<file path="src/rtl/core/bsf_pkg.sv">
// Package for the box sum filter: sizes, field widths and the per-item control word.
package bsf_pkg;

    localparam int MAX_WIDTH  = 1024;
    localparam int MAX_HEIGHT = 4096;
    localparam int MAX_WIN    = 16;
    localparam int PIXEL_BITS = 16;

    localparam int COL_BITS  = 10;
    localparam int ROW_BITS  = 12;
    localparam int IROW_BITS = 13;
    localparam int WIN_BITS  = 4;
    localparam int CSUM_BITS = 21;
    localparam int BOX_BITS  = 24;
    localparam int FW_BITS   = 11;
    localparam int FH_BITS   = 13;
    localparam int WW_BITS   = 5;
    localparam int CFG_BITS  = 13;
    localparam int IDX_BITS  = 2;

    localparam logic [IDX_BITS-1:0] REG_FRAME_WIDTH  = 2'd0;
    localparam logic [IDX_BITS-1:0] REG_FRAME_HEIGHT = 2'd1;
    localparam logic [IDX_BITS-1:0] REG_WIN_WIDTH    = 2'd2;
    localparam logic [IDX_BITS-1:0] REG_WIN_HEIGHT   = 2'd3;

    typedef struct packed {
        logic signed [PIXEL_BITS-1:0] pix;
        logic                         is_pixel;
        logic                         first_row;
        logic                         sub_row;
        logic                         sub_rec;
        logic                         col0;
        logic                         emit;
        logic                         valid;
        logic [COL_BITS-1:0]          col;
        logic [WIN_BITS-1:0]          wr_row;
        logic [WIN_BITS-1:0]          rd_row;
        logic [WIN_BITS-1:0]          rec_wr;
        logic [WIN_BITS-1:0]          rec_rd;
        logic [COL_BITS-1:0]          ocol;
        logic [ROW_BITS-1:0]          orow;
        logic                         last;
    } bsf_item_t;

endpackage

</file>
<file path="src/rtl/core/bsf_ctrl.sv">
// Raster counters, configuration registers and per-item control decode.
module bsf_ctrl
(
    input  logic                           clk,
    input  logic                           rst_n,
    input  logic                           cfg_we,
    input  logic [bsf_pkg::IDX_BITS-1:0]   cfg_index,
    input  logic [bsf_pkg::CFG_BITS-1:0]   cfg_data,
    input  logic                           take,
    input  logic signed [bsf_pkg::PIXEL_BITS-1:0] pixel,
    input  logic                           drain,
    output logic                           go,
    output bsf_pkg::bsf_item_t             item
);
    import bsf_pkg::*;

    logic [FW_BITS-1:0]   fw_reg;
    logic [FH_BITS-1:0]   fh_reg;
    logic [WW_BITS-1:0]   ww_reg;
    logic [WW_BITS-1:0]   wh_reg;
    logic [COL_BITS-1:0]  icol_reg, icol_next;
    logic [IROW_BITS-1:0] irow_reg, irow_next;
    logic [COL_BITS-1:0]  ocol_reg, ocol_next;
    logic [ROW_BITS-1:0]  orow_reg, orow_next;
    logic                 tail_reg, tail_next;

    logic [FW_BITS-1:0]   w;
    logic [FH_BITS-1:0]   h;
    logic [WW_BITS-1:0]   ww, wh;
    logic [WW_BITS-1:0]   dx, dy;
    logic [24:0]          delay, pos;
    logic [COL_BITS-1:0]  oc;
    logic [ROW_BITS-1:0]  orr;
    logic                 o_last, do_emit, col_end, row_end;

    always_ff @(posedge clk or negedge rst_n)
    begin
        if (!rst_n)
        begin
            fw_reg <= FW_BITS'(1024);
            fh_reg <= FH_BITS'(768);
            ww_reg <= WW_BITS'(3);
            wh_reg <= WW_BITS'(3);
        end
        else if (cfg_we)
        begin
            unique case (cfg_index)
                REG_FRAME_WIDTH:  fw_reg <= cfg_data[FW_BITS-1:0];
                REG_FRAME_HEIGHT: fh_reg <= cfg_data[FH_BITS-1:0];
                REG_WIN_WIDTH:    ww_reg <= cfg_data[WW_BITS-1:0];
                REG_WIN_HEIGHT:   wh_reg <= cfg_data[WW_BITS-1:0];
                default:          ;
            endcase
        end
    end

    always_comb
    begin
        w  = (fw_reg == '0) ? FW_BITS'(1) :
             (fw_reg > FW_BITS'(MAX_WIDTH)) ? FW_BITS'(MAX_WIDTH) : fw_reg;
        h  = (fh_reg == '0) ? FH_BITS'(1) :
             (fh_reg > FH_BITS'(MAX_HEIGHT)) ? FH_BITS'(MAX_HEIGHT) : fh_reg;
        ww = (ww_reg == '0) ? WW_BITS'(1) :
             (ww_reg > WW_BITS'(MAX_WIN)) ? WW_BITS'(MAX_WIN) : ww_reg;
        wh = (wh_reg == '0) ? WW_BITS'(1) :
             (wh_reg > WW_BITS'(MAX_WIN)) ? WW_BITS'(MAX_WIN) : wh_reg;
        dx = ww - WW_BITS'(1) - (ww >> 1);
        dy = wh - WW_BITS'(1) - (wh >> 1);
        delay = 25'(dy) * 25'(w) + 25'(dx);
        pos   = 25'(irow_reg) * 25'(w) + 25'(icol_reg);

        // a new pixel restarts a frame whose tail was never drained
        oc  = (!drain && tail_reg) ? '0 : ocol_reg;
        orr = (!drain && tail_reg) ? '0 : orow_reg;
        col_end = ({1'b0, oc} + 11'd1) >= w;
        row_end = ({2'b0, orr} + 14'd1) >= {1'b0, h};
        o_last  = col_end && row_end;

        do_emit = drain ? tail_reg : (pos >= delay);
        go      = drain ? tail_reg : 1'b1;

        item.pix       = pixel;
        item.is_pixel  = !drain;
        item.first_row = (irow_reg == '0);
        item.sub_row   = {3'b0, irow_reg} >= 16'(wh);
        item.sub_rec   = {1'b0, icol_reg} >= 11'(ww);
        item.col0      = (icol_reg == '0);
        item.emit      = do_emit;
        item.valid     = (({1'b0, icol_reg} + 11'd1) >= 11'(ww))
                      && (({1'b0, irow_reg} + 14'd1) >= 14'(wh))
                      && !(!ww[0] && (({1'b0, icol_reg} + 11'd1) == w));
        item.col       = icol_reg;
        item.wr_row    = irow_reg[WIN_BITS-1:0];
        item.rd_row    = irow_reg[WIN_BITS-1:0] - wh[WIN_BITS-1:0];
        item.rec_wr    = icol_reg[WIN_BITS-1:0];
        item.rec_rd    = icol_reg[WIN_BITS-1:0] - ww[WIN_BITS-1:0];
        item.ocol      = oc;
        item.orow      = orr;
        item.last      = o_last;

        icol_next = icol_reg;
        irow_next = irow_reg;
        ocol_next = oc;
        orow_next = orr;
        tail_next = drain ? tail_reg : 1'b0;

        if (do_emit)
        begin
            if (col_end)
            begin
                ocol_next = '0;
                orow_next = row_end ? '0 : orr + ROW_BITS'(1);
            end
            else
            begin
                ocol_next = oc + COL_BITS'(1);
            end
            if (drain && o_last)
                tail_next = 1'b0;
        end

        if (!drain)
        begin
            if (({1'b0, icol_reg} + 11'd1) >= w)
            begin
                icol_next = '0;
                if (({1'b0, irow_reg} + 14'd1) >= {1'b0, h})
                begin
                    irow_next = '0;
                    tail_next = (delay != '0);
                end
                else
                begin
                    irow_next = irow_reg + IROW_BITS'(1);
                end
            end
            else
            begin
                icol_next = icol_reg + COL_BITS'(1);
            end
        end
    end

    always_ff @(posedge clk or negedge rst_n)
    begin
        if (!rst_n)
        begin
            icol_reg <= '0;
            irow_reg <= '0;
            ocol_reg <= '0;
            orow_reg <= '0;
            tail_reg <= 1'b0;
        end
        else if (take)
        begin
            icol_reg <= icol_next;
            irow_reg <= irow_next;
            ocol_reg <= ocol_next;
            orow_reg <= orow_next;
            tail_reg <= tail_next;
        end
    end

endmodule

</file>
<file path="config.mk">
export PLATFORM = sky130hd
export DESIGN_NAME = bsf_ctrl
export DESIGN_NICKNAME = d
export VERILOG_FILES = /design/src/rtl/core/bsf_pkg.sv /design/src/rtl/core/bsf_ctrl.sv
export SDC_FILE = /design/constraint.sdc
export NUM_CORES = 1
export LEC_CHECK = 0
export BUFFER_PORTS_ARGS = -buffer_cell sky130_fd_sc_hd__buf_2
export CORE_ASPECT_RATIO = 2
export CORE_UTILIZATION = 57
export CTS_CLUSTER_SIZE = 20
export DETAILED_ROUTE_END_ITERATION = 8
export HOLD_SLACK_MARGIN = 0.05
export MAX_ROUTING_LAYER = met4
export PLACE_DENSITY = 0.77
export REMOVE_ABC_BUFFERS = 1
export SYNTH_ARGS = -nofsm -noshare
export SYNTH_HDL_FRONTEND = slang
export SYNTH_SLANG_ARGS = --single-unit
export TNS_END_PERCENT = 20
</file>
<file path="constraint.sdc">
create_clock -name clk -period 7.9 [get_ports clk]
set_clock_uncertainty 0.2 [all_clocks]
set_input_delay 1.58 -clock clk [delete_from_list [all_inputs] [get_ports clk]]
set_output_delay 1.58 -clock clk [all_outputs]
set_load 0.1 [all_outputs]
</file>
==> impl_results.md, run 1 <==
- Outcome: complete, but fails checks
- Failing checks: negative setup slack
- # diodes: 0
- Synth area leaders: fa_1, ha_1, dfrtp_1
- Fillers: 1871
- Yosys warning total: 0
- Placed inst area: 16000 sq um
- PortBufs: 76
- Via count: 12600
- Worst Path Max Fanout: 3
- Fmax: 109 MHz
- Hold Fails Final Rpt: 0
- Hold crit path type: flop to flop
- Chip width: 112 um
- Final ANT Viol Nets: 0
- Most frequent cells in the layout: inv_1, buf_4, ha_1
- Half-perimeter wire length after placement: 35600 um
- Initial antenna violation count: 0
- Finish-stage setup viols: 1
- Leading area contributor after synthesis: fa_1
- Largest net degree at the start of global routing: 81
- Syn Inst Count: 1607
- CTS tree: built
- Vias in the first global route: 13300
- Die ar.: 24900 sq um
- Hold-fix buffers, CTS: 0
- Critical Path Sink Type: output pin
- Final GP Congestion: 1.02
- Post-synth EDFFs: 0
- Startpoint Class: flop
- Synthesis-to-finish area growth: 20.5%
- Initial DRT Pass Iterations: 5
- Cell Area, Synth: 13800 sq um
- Largest stage delay, worst path: 0.58 ns
- Final wirelength: 42500 um
- Core box area: 23800 sq um
- H-tree levels: 3
- DRT iter0 DRCs: 528
- Final nets: 2241
- Worst Setup Path Type: flop to output pin
- Aggregate global routing overflow: 0
- Synth Flop Type: dfrtp_1
- # DRC: 0
- Initial core utilization: 58.1%
- Yosys reg bits: 80
- Area of the multi-input gates: 10800 sq um
- Final Cycle Share: 116%
- Most common cell after layout, fill and taps aside: inv_1
- I/O pins: 109
- Vias/cell: 5.83
- Asr flop ratio synth: 100%
- First-pass GRT wire length: 65000 um
- Crit-path slowest cell: fa_1
- Share of layout cells above drive strength 1: 22.9%
- Register area: 2010 sq um
- Setup WS post-layout: -1.30 ns
- # rows: 80
- Clock tree sinks: 80
- Maxcap violations: 0
- Min cycle time layout: 9.20 ns
- Clock Path Buffers: 2
- Post-synthesis cell type count: 76
- Slew Limit Headroom: 26.8%
- Final Instance Area: 16700 sq um
- Hold Slack: 0.324 ns
- Num CTS Buffers: 9
- Die height: 222 um
- Worst-Margin Slew: 1.09 ns
- Worst EP required: 6.12 ns
- Post-synth top area share: 21.0%
- Clock root cell: clkbuf_16
- DR WL/cell: 19.7 um
- GR Util All Layers: 35.1%
- RSZ-0062 raised after global routing: yes
- Clock slew at reported path FFs: 0.07 ns
- WP data arrival: 7.42 ns
- Skew-Pair Late Insertion Delay: 0.37 ns
- Pleak: 8.91 nW
- Seq/Total Area, Yosys: 14.5%
- Worst vdd ir: 0.000416 V
- Syn_area_per_cell: 8.61 sq um
- Slew Viols, Final: 0
- PD cells: 383 nW/um^2
==> layout make-up <==
| type | count | area share [%] |
|---|---|---|
| multi-input cells | 1204 | 64.7 |
| well taps | 287 | 2.15 |
| repair buffers | 311 | 13.3 |
| flip-flops and latches | 80 | 12.1 |
| inverters | 256 | 5.76 |
| clock inverters | 7 | 0.653 |
| clock buffers | 9 | 1.35 |
==> synthesized netlist by cell type (5+ instances only) <==
cell        n
inv_1     254
ha_1      198
nand2_1   183
fa_1      145
nor2_1     89
dfrtp_1    73
o21ai_0    60
and2_1     50
clkbuf_1   48
a21oi_1    47
xnor2_1    43
nor2b_1    36
mux2_2     33
a21o_1     32
nand3_1    32
buf_4      26
xor2_1     22
nor3_1     21
and3_1     19
a22o_1     17
nand4_1    17
nor4_1     11
a211oi_1   10
nand2b_1    9
o31ai_1     9
o211ai_1    8
o21a_1      8
dfstp_2     7
o22ai_1     7
or2_2       6
a211o_1     5
==> critical path, delay by kind of cell, from the launching register on <==
family / cells / cell delay (ns)
AO/OA/AOI/OAI: 7 / 1.25
XOR/XNOR: 1 / 0.19
adder cells (fa/ha/maj): 7 / 2.76
buffers and inverters: 4 / 0.44
flip-flops: 1 / 0.38
AND/OR/NAND/NOR: 11 / 2.01
==> path summary, 6_finish.rpt <==
| path | from | to | slack [ns] | cells after the start |
|---|---|---|---|---|
| worst max register to register | wh_reg[1] | ocol_reg[2] | 0 | 32 |
| worst min-delay path | ocol_reg[8] | ocol_reg[8] | 0.32 | 1 |
| worst min register to register | ocol_reg[8] | ocol_reg[8] | 0.32 | 1 |
| worst max-delay path | wh_reg[1] | item[50] | -1.30 | 30 |
| max in group asynchronous | rst_n | irow_reg[10] | 5.61 | 1 |
| min in group asynchronous | rst_n | fh_reg[0] | 1.18 | 1 |
==> logic make-up after synthesis <==
logic type                 share of synthesized area (%)
muxes                                               2.86
and+or+nand+nor                                     17.2
adders and majority gates                           38.9
other                                             0.0543
DFF                                                 14.5
xor gates and xnor gates                            4.11
AOI/OAI and AO/OA                                   12.6
buffers and inverters                               9.75
==> metal layers <==
metal	track usage, %	routed length [um]	vias to the layer above
li1	-	-	5802
met1	31.2	13900	6085
met2	64.5	22700	444
met3	3.87	1540	219
met4	30.8	4290	0
met5	-	0	-
==> where the power goes <==
group	switching [mW]	total [mW]	internal, mW
sequential	0.0877	0.582	0.495
clock	0.196	0.480	0.284
combinational	3.24	5.33	2.09
==> repair_timing <==
action | in CTS | in global routing
endpoints found under the setup margin | 23 | 23
pin swaps | 5 | 38
gates resized for setup | 7 | 47
buffers inserted | 0 | 6
==> metrics by stage <==
| stage | utilization [%] | power, mW | setup TNS [ns] | std cells | worst slack, ns |
|---|---|---|---|---|---|
| after floorplan | - | 3.82 | -4.34 | 1540 | -1.23 |
| after global placement | 67.2 | 5.51 | -3.19 | 2132 | -1.15 |
| after detailed placement | 67.2 | 5.61 | -5.67 | 2132 | -1.26 |
| after CTS | 68.7 | 6.13 | -1.30 | 2148 | -1.25 |
| after global routing | 70.0 | 6.83 | -5.53 | 2154 | -1.61 |
| final | 70.0 | 6.39 | -1.30 | 2154 | -1.30 |
(Power assumes the default switching activity.)
==> inputs of run 2 (changes only) <==
--- a/config.mk
+++ b/config.mk
@@ -7,7 +7,9 @@
 export LEC_CHECK = 0
 export BUFFER_PORTS_ARGS = -buffer_cell sky130_fd_sc_hd__buf_2
 export CORE_ASPECT_RATIO = 2
+export CORE_MARGIN = 10
 export CORE_UTILIZATION = 57
+export CTS_CLUSTER_DIAMETER = 40
 export CTS_CLUSTER_SIZE = 20
 export DETAILED_ROUTE_END_ITERATION = 8
 export HOLD_SLACK_MARGIN = 0.05
==> run 2 against run 1 <==
Against the previous run:
- the flow still finishes with violations (negative setup slack)
- via count is 0.51% lower
- sequential power is 2% higher
- hold slack worse by 0.013 ns
- power is 1.6% higher
- combinational power is 3% higher
- setup slack worse by 0.022 ns
- final area is 0.89% lower
- critical path depth is 1 lower
- first-iteration DRC count is 10% higher
- routed wire length is 1.3% higher
- maximum frequency is 0.24% lower
- critical endpoint unchanged
- largest cell class unchanged
- largest power group unchanged
==> impl_results.md, run 2 (synthesis results as in run 1) <==
- Hold crit path type: flop to flop
- Die ar.: 31300 sq um (+25%)
- GR Util All Layers: 28.8% (-6.3 points)
- H-tree levels: 3 (unchanged)
- Worst vdd ir: 0.000475 V (+14%)
- Critical Path Sink Type: output pin
- Most frequent cells in the layout: inv_1, buf_4, ha_1
- Core box area: 23900 sq um (+0.42%)
- Worst-Margin Slew: 1.04 ns (-0.0561 ns)
- Hold Slack: 0.312 ns (-0.0126 ns)
- Final wirelength: 43000 um (+1.3%)
- Failing checks: negative setup slack
- Setup TNS: -1.97 ns (-0.674 ns)
- Vias/cell: 5.79 (-0.69%)
- Hold-fix buffers, CTS: 0 (unchanged)
- CP dominant cell by count: fa_1
- Largest stage delay, worst path: 0.58 ns (about the same)
- Worst EP required: 6.12 ns (about the same)
- Placed inst area: 15900 sq um (-0.61%)
- Finish-stage setup viols: 10 (+9)
- Setup WS post-layout: -1.32 ns (-0.0219 ns)
- Skew-Pair Late Insertion Delay: 0.36 ns (about the same)
- Final nets: 2244 (+0.13%)
- Setup WS pre-CTS: -1.21 ns (+0.0426 ns)
- Tot Pwr: 6.49 mW (+1.6%)
- Hold Fails Final Rpt: 0 (unchanged)
- Worst Setup Path Type: flop to output pin
- Placed Instances: 2124 (-0.38%)
- Slew Limit Headroom: 30.5% (+3.8 points)
- Final Cycle Share: 117% (+0.28 points)
- CTS tree: built
- Chip width: 130 um (+16%)
- Initial antenna violation count: 1 (+1)
- Min cycle time layout: 9.22 ns (+0.0219 ns)
- Share of layout cells above drive strength 1: 22.6% (-0.36 points)
- DR WL/cell: 19.9 um (+1.1%)
- Vias in the first global route: 13400 (+1.1%)
- I/O pins: 109 (unchanged)
- Clock Path Buffers: 2 (unchanged)
- Synthesis-to-finish area growth: 19.4%
- Final ANT Viol Nets: 0 (unchanged)
- Via count: 12500 (-0.51%)
- Aggregate global routing overflow: 0 (unchanged)
- WP data arrival: 7.44 ns (+0.02 ns)
- Final Instance Area: 16500 sq um (-0.89%)
- RSZ-0062 raised after global routing: yes
- # DRC: 0 (unchanged)
- Clock root cell: clkbuf_16
- # rows: 80 (unchanged)
- Die height: 240 um (+8.1%)
- Most common cell after layout, fill and taps aside: inv_1
- Fillers: 1879 (+0.43%)
- Num CTS Buffers: 9 (unchanged)
- Half-perimeter wire length after placement: 36400 um (+2.3%)
- Maxcap violations: 0 (unchanged)
- Initial core utilization: 57.9% (-0.24 points)
- Worst Path Max Fanout: 3 (unchanged)
- Clock tree sinks: 80 (unchanged)
- Fmax: 108 MHz (-0.24%)
- Cell Count, Final, Fillers Out: 2158 (+0.19%)
- Slew Viols, Final: 0 (unchanged)
- Clock slew at reported path FFs: 0.07 ns (about the same)
- PortBufs: 76 (unchanged)
- PD cells: 393 nW/um^2 (+2.5%)
- DRT iter0 DRCs: 582 (+10%)
- Final core utilization: 69.1% (-0.91 points)
- Final GP Congestion: 0.979 (-4.4%)
- First-pass GRT wire length: 68000 um (+4.6%)
- Largest net degree at the start of global routing: 81 (unchanged)
- Outcome: complete, but fails checks
- Startpoint Class: flop
- Crit-path slowest cell: fa_1
- Pleak: 8.89 nW (-0.25%)
- Initial DRT Pass Iterations: 5 (unchanged)
[run 2: repair_timing]
action                                  in CTS  in global routing
resized for setup                           13                 29
buffers inserted                            12                  6
endpoints found under the setup margin      23                 23
endpoints found under the hold margin        0                  0
pin swaps                                   18                 37
[run 2: layer usage]
layer | part of all wire (%) | vias to the layer above | global-route usage [%] | wire length (um)
met4 | 9.7 | 0 | 24.4 | 4160
met3 | 3.6 | 199 | 3.18 | 1550
met2 | 54 | 456 | 51.6 | 23200
li1 | - | 5795 | - | -
met5 | 0 | - | - | 0
met1 | 33 | 6036 | 26.4 | 14100
[run 2: report_power, final]
part / internal (mW) / switching, mW / total [mW]
Combinational: 2.18 / 3.29 / 5.47
Sequential: 0.495 / 0.0976 / 0.592
Clock: 0.247 / 0.184 / 0.432
[run 2: final cells by class]
type	instances	area, sq um	area share [%]
multi-input combinational	1204	10700	64.7
timing repair buffer	314	2190	13.3
sequential	80	2010	12.2
inverter	256	961	5.81
tap	287	359	2.17
clock buffer	9	225	1.36
clock inverter	7	77.6	0.469
antenna	1	2.50	0.0151
[run 2: path summary, 6_finish.rpt]
check                            start      endpoint  slack (ns)  depth (start not counted)
setup / recovery             ww_reg[1]      item[50]       -1.32                         29
hold / removal             ocol_reg[8]   ocol_reg[8]        0.31                          1
setup reg to reg             ww_reg[1]  orow_reg[10]       -0.13                         31
hold reg to reg            ocol_reg[8]   ocol_reg[8]        0.31                          1
max in group asynchronous        rst_n   orow_reg[5]        5.62                          1
min in group asynchronous        rst_n     fw_reg[0]        1.17                          1
[run 2: critical path, delay by kind of cell, from the launching register on]
family	cells	cell delay, ns
and+or+nand+nor	6	1.09
adders and majority gates	7	2.56
xor gates and xnor gates	1	0.17
AOI/OAI and AO/OA	11	2.19
DFF	1	0.54
buffers and inverters	4	0.50
==> inputs of run 3 (changes only) <==
--- a/config.mk
+++ b/config.mk
@@ -5,6 +5,7 @@
 export SDC_FILE = /design/constraint.sdc
 export NUM_CORES = 1
 export LEC_CHECK = 0
+export ABC_AREA = 1
 export BUFFER_PORTS_ARGS = -buffer_cell sky130_fd_sc_hd__buf_2
 export CORE_ASPECT_RATIO = 2
 export CORE_MARGIN = 10
==> run 3 against run 2 <==
Against the previous run:
- the run still ends with negative setup slack left
- hold slack got worse by 0.030 ns
- register-to-register slack gained 1.1 ns
- clock-buffer cell count grew 2
- via count is 16% higher
- global-route usage up 0.85 points
- cell count is 21% higher
- critical endpoint unchanged
==> impl_results.md, run 3 <==
- Slew Viols, Final: 0 (unchanged)
- Worst EP required: 6.12 ns (about the same)
- CTS tree: built
- Critical Path Sink Type: output pin
- Final nets: 2652 (+18%)
- Synth area leaders: fa_1, ha_1, nand2_1
- # diodes: 0 (-1)
- Fillers: 2085 (+11%)
- Synth Flop Type: dfrtp_1
- Post-synth EDFFs: 0 (unchanged)
- Vias in the first global route: 14900 (+11%)
- Seq/Total Area, Yosys: 13.7% (-0.78 points)
- CP dominant cell by count: nor2_2
- Worst-Margin Slew: 0.924 ns (-0.113 ns)
- Slew Limit Headroom: 37.8% (+7.3 points)
- Count leader, synth: nand2_1
- Finish-stage setup viols: 1 (-9)
- Setup TNS: -0.581 ns (+1.39 ns)
- Post-synthesis cell type count: 50 (-34%)
- Vias/cell: 5.54 (-4.2%)
- Leading area contributor after synthesis: fa_1
- Post-synth top area share: 19.8% (-1.1 points)
- Final GP Congestion: 1.08 (+10%)
- Final Cycle Share: 107% (-9.4 points)
- Syn_area_per_cell: 7.14 sq um (-17%)
- Die ar.: 32900 sq um (+5.0%)
- Die height: 247 um (+2.6%)
- Chip width: 133 um (+2.4%)
- Clock root cell: clkbuf_16
- Most common cell after layout, fill and taps aside: nand2_1
- Via count: 14500 (+16%)
- Final wirelength: 48400 um (+13%)
- # rows: 82 (+2.5%)
- Syn Inst Count: 2048 (+27%)
- Clock tree sinks: 80 (unchanged)
- Min cycle time layout: 8.48 ns (-0.739 ns)
- H-tree levels: 3 (unchanged)
- WP data arrival: 6.70 ns (-0.74 ns)
- Initial antenna violation count: 0 (-1)
- Fmax: 118 MHz (+8.7%)
- Setup WS post-layout: -0.581 ns (+0.739 ns)
- Outcome: complete, but fails checks
- Worst Path Max Fanout: 7 (+4)
- Hold crit path type: flop to flop
- Largest net degree at the start of global routing: 51 (-37%)
- Worst Setup Path Type: flop to output pin
- Area of the multi-input gates: 11300 sq um (+5.3%)
- Synthesis-to-finish area growth: 19.8%
- RSZ-0062 raised after global routing: yes
- Share of layout cells above drive strength 1: 20.7% (-1.8 points)
- Startpoint Class: flop
- Crit-path slowest cell: fa_1
- PortBufs: 76 (unchanged)
- Clock slew at reported path FFs: 0.07 ns (about the same)
- Core box area: 25100 sq um (+5.1%)
- Asr flop ratio synth: 100% (unchanged)
- Maxcap violations: 0 (unchanged)
- Register area: 2010 sq um (unchanged)
- Hold-fix buffers, CTS: 0 (unchanged)
- Hold Fails Final Rpt: 0 (unchanged)
- Num CTS Buffers: 9 (unchanged)
- # DRC: 0 (unchanged)
- Most frequent cells in the layout: nand2_1, inv_1, buf_4
- Aggregate global routing overflow: 0 (unchanged)
- Failing checks: negative setup slack
- Cell Area, Synth: 14600 sq um (+5.7%)
- Synth top cells by count: nand2_1, inv_1, ha_1
- Yosys warning total: 0 (unchanged)
- DRT iter0 DRCs: 786 (+35%)
- DR WL/cell: 18.5 um (-7.0%)
- Yosys reg bits: 80 (unchanged)
- Final ANT Viol Nets: 0 (unchanged)
- I/O pins: 109 (unchanged)
- Initial DRT Pass Iterations: 5 (unchanged)
- GR Util All Layers: 29.7% (+0.85 points)
- Skew-Pair Late Insertion Delay: 0.36 ns (about the same)
- Half-perimeter wire length after placement: 39800 um (+9.2%)
- Clock Path Buffers: 2 (unchanged)
- First-pass GRT wire length: 75000 um (+10%)
- Largest stage delay, worst path: 0.60 ns (+0.02 ns)
- Initial core utilization: 58.2% (+0.33 points)
-- run 3: final cells by class --
type | instances | share of cell area (%)
well taps | 336 | 2.40
flip-flops and latches | 80 | 11.5
inverters | 417 | 8.95
clock inverters | 5 | 0.350
repair buffers | 279 | 11.1
clock buffers | 11 | 1.39
multi-input cells | 1486 | 64.3
-- run 3: path summary, 6_finish.rpt --
kind | startpoint | end | slack (ns) | cells after the start
worst max-delay path | fw_reg[0] | item[50] | -0.58 | 36
worst min-delay path | ocol_reg[1] | ocol_reg[1] | 0.28 | 2
worst max register to register | fw_reg[3] | ocol_reg[2] | 0.93 | 36
worst min register to register | ocol_reg[1] | ocol_reg[1] | 0.28 | 2
max in group asynchronous | rst_n | fh_reg[3] | 5.50 | 2
min in group asynchronous | rst_n | ocol_reg[7] | 0.95 | 1
-- run 3: through the flow --
stage	setup slack, ns	std cells	cell area [sq um]	util (%)	hold slack [ns]
global placement	-0.321	2578	16400	65.4	0.262
global route	-0.804	2614	17500	69.7	0.302
CTS	-0.469	2611	17400	69.1	0.282
floorplan	-1.23	1983	14200	-	0.249
finish	-0.581	2614	17500	69.7	0.281
detailed placement	-0.451	2578	16400	65.4	0.265
-- run 3: timing repair --
item                                    4_1_cts  5_1_grt
pin swaps                                    98       36
buffers inserted                             16        3
cloned                                        1        0
endpoints found under the setup margin        1        1
gates resized for setup                     127       35
-- run 3: critical path: cells and delay by family, from the launching register on --
kind	cells	cell delay, ns
adder cells (fa/ha/maj)	7	2.99
AND/OR/NAND/NOR	15	1.38
buffers and inverters	10	1.04
AO/OA/AOI/OAI	3	0.39
flip-flops	1	0.38
XOR/XNOR	1	0.15
-- run 3: layer usage --
layer | global-route usage (%) | wire length, um
met5 | - | 0
met3 | 3.53 | 2400
met1 | 26.7 | 15600
met2 | 55.3 | 26100
met4 | 22.4 | 4310
-- run 3: cells by family after synthesis --
kind of cell             after synthesis  share of synthesized area, %
adder cells (fa/ha/maj)              343                          36.8
XOR/XNOR                              59                          3.53
buffers and inverters                492                          13.6
multiplexers                           1                        0.0770
AO/OA/AOI/OAI                        185                          7.00
other                                  2                        0.0513
AND/OR/NAND/NOR                      886                          25.2
flip-flops                            80                          13.7
Power of run 3 is not shown: default switching activity piles up to over one toggle a cycle in this logic, so the estimate is an artifact.
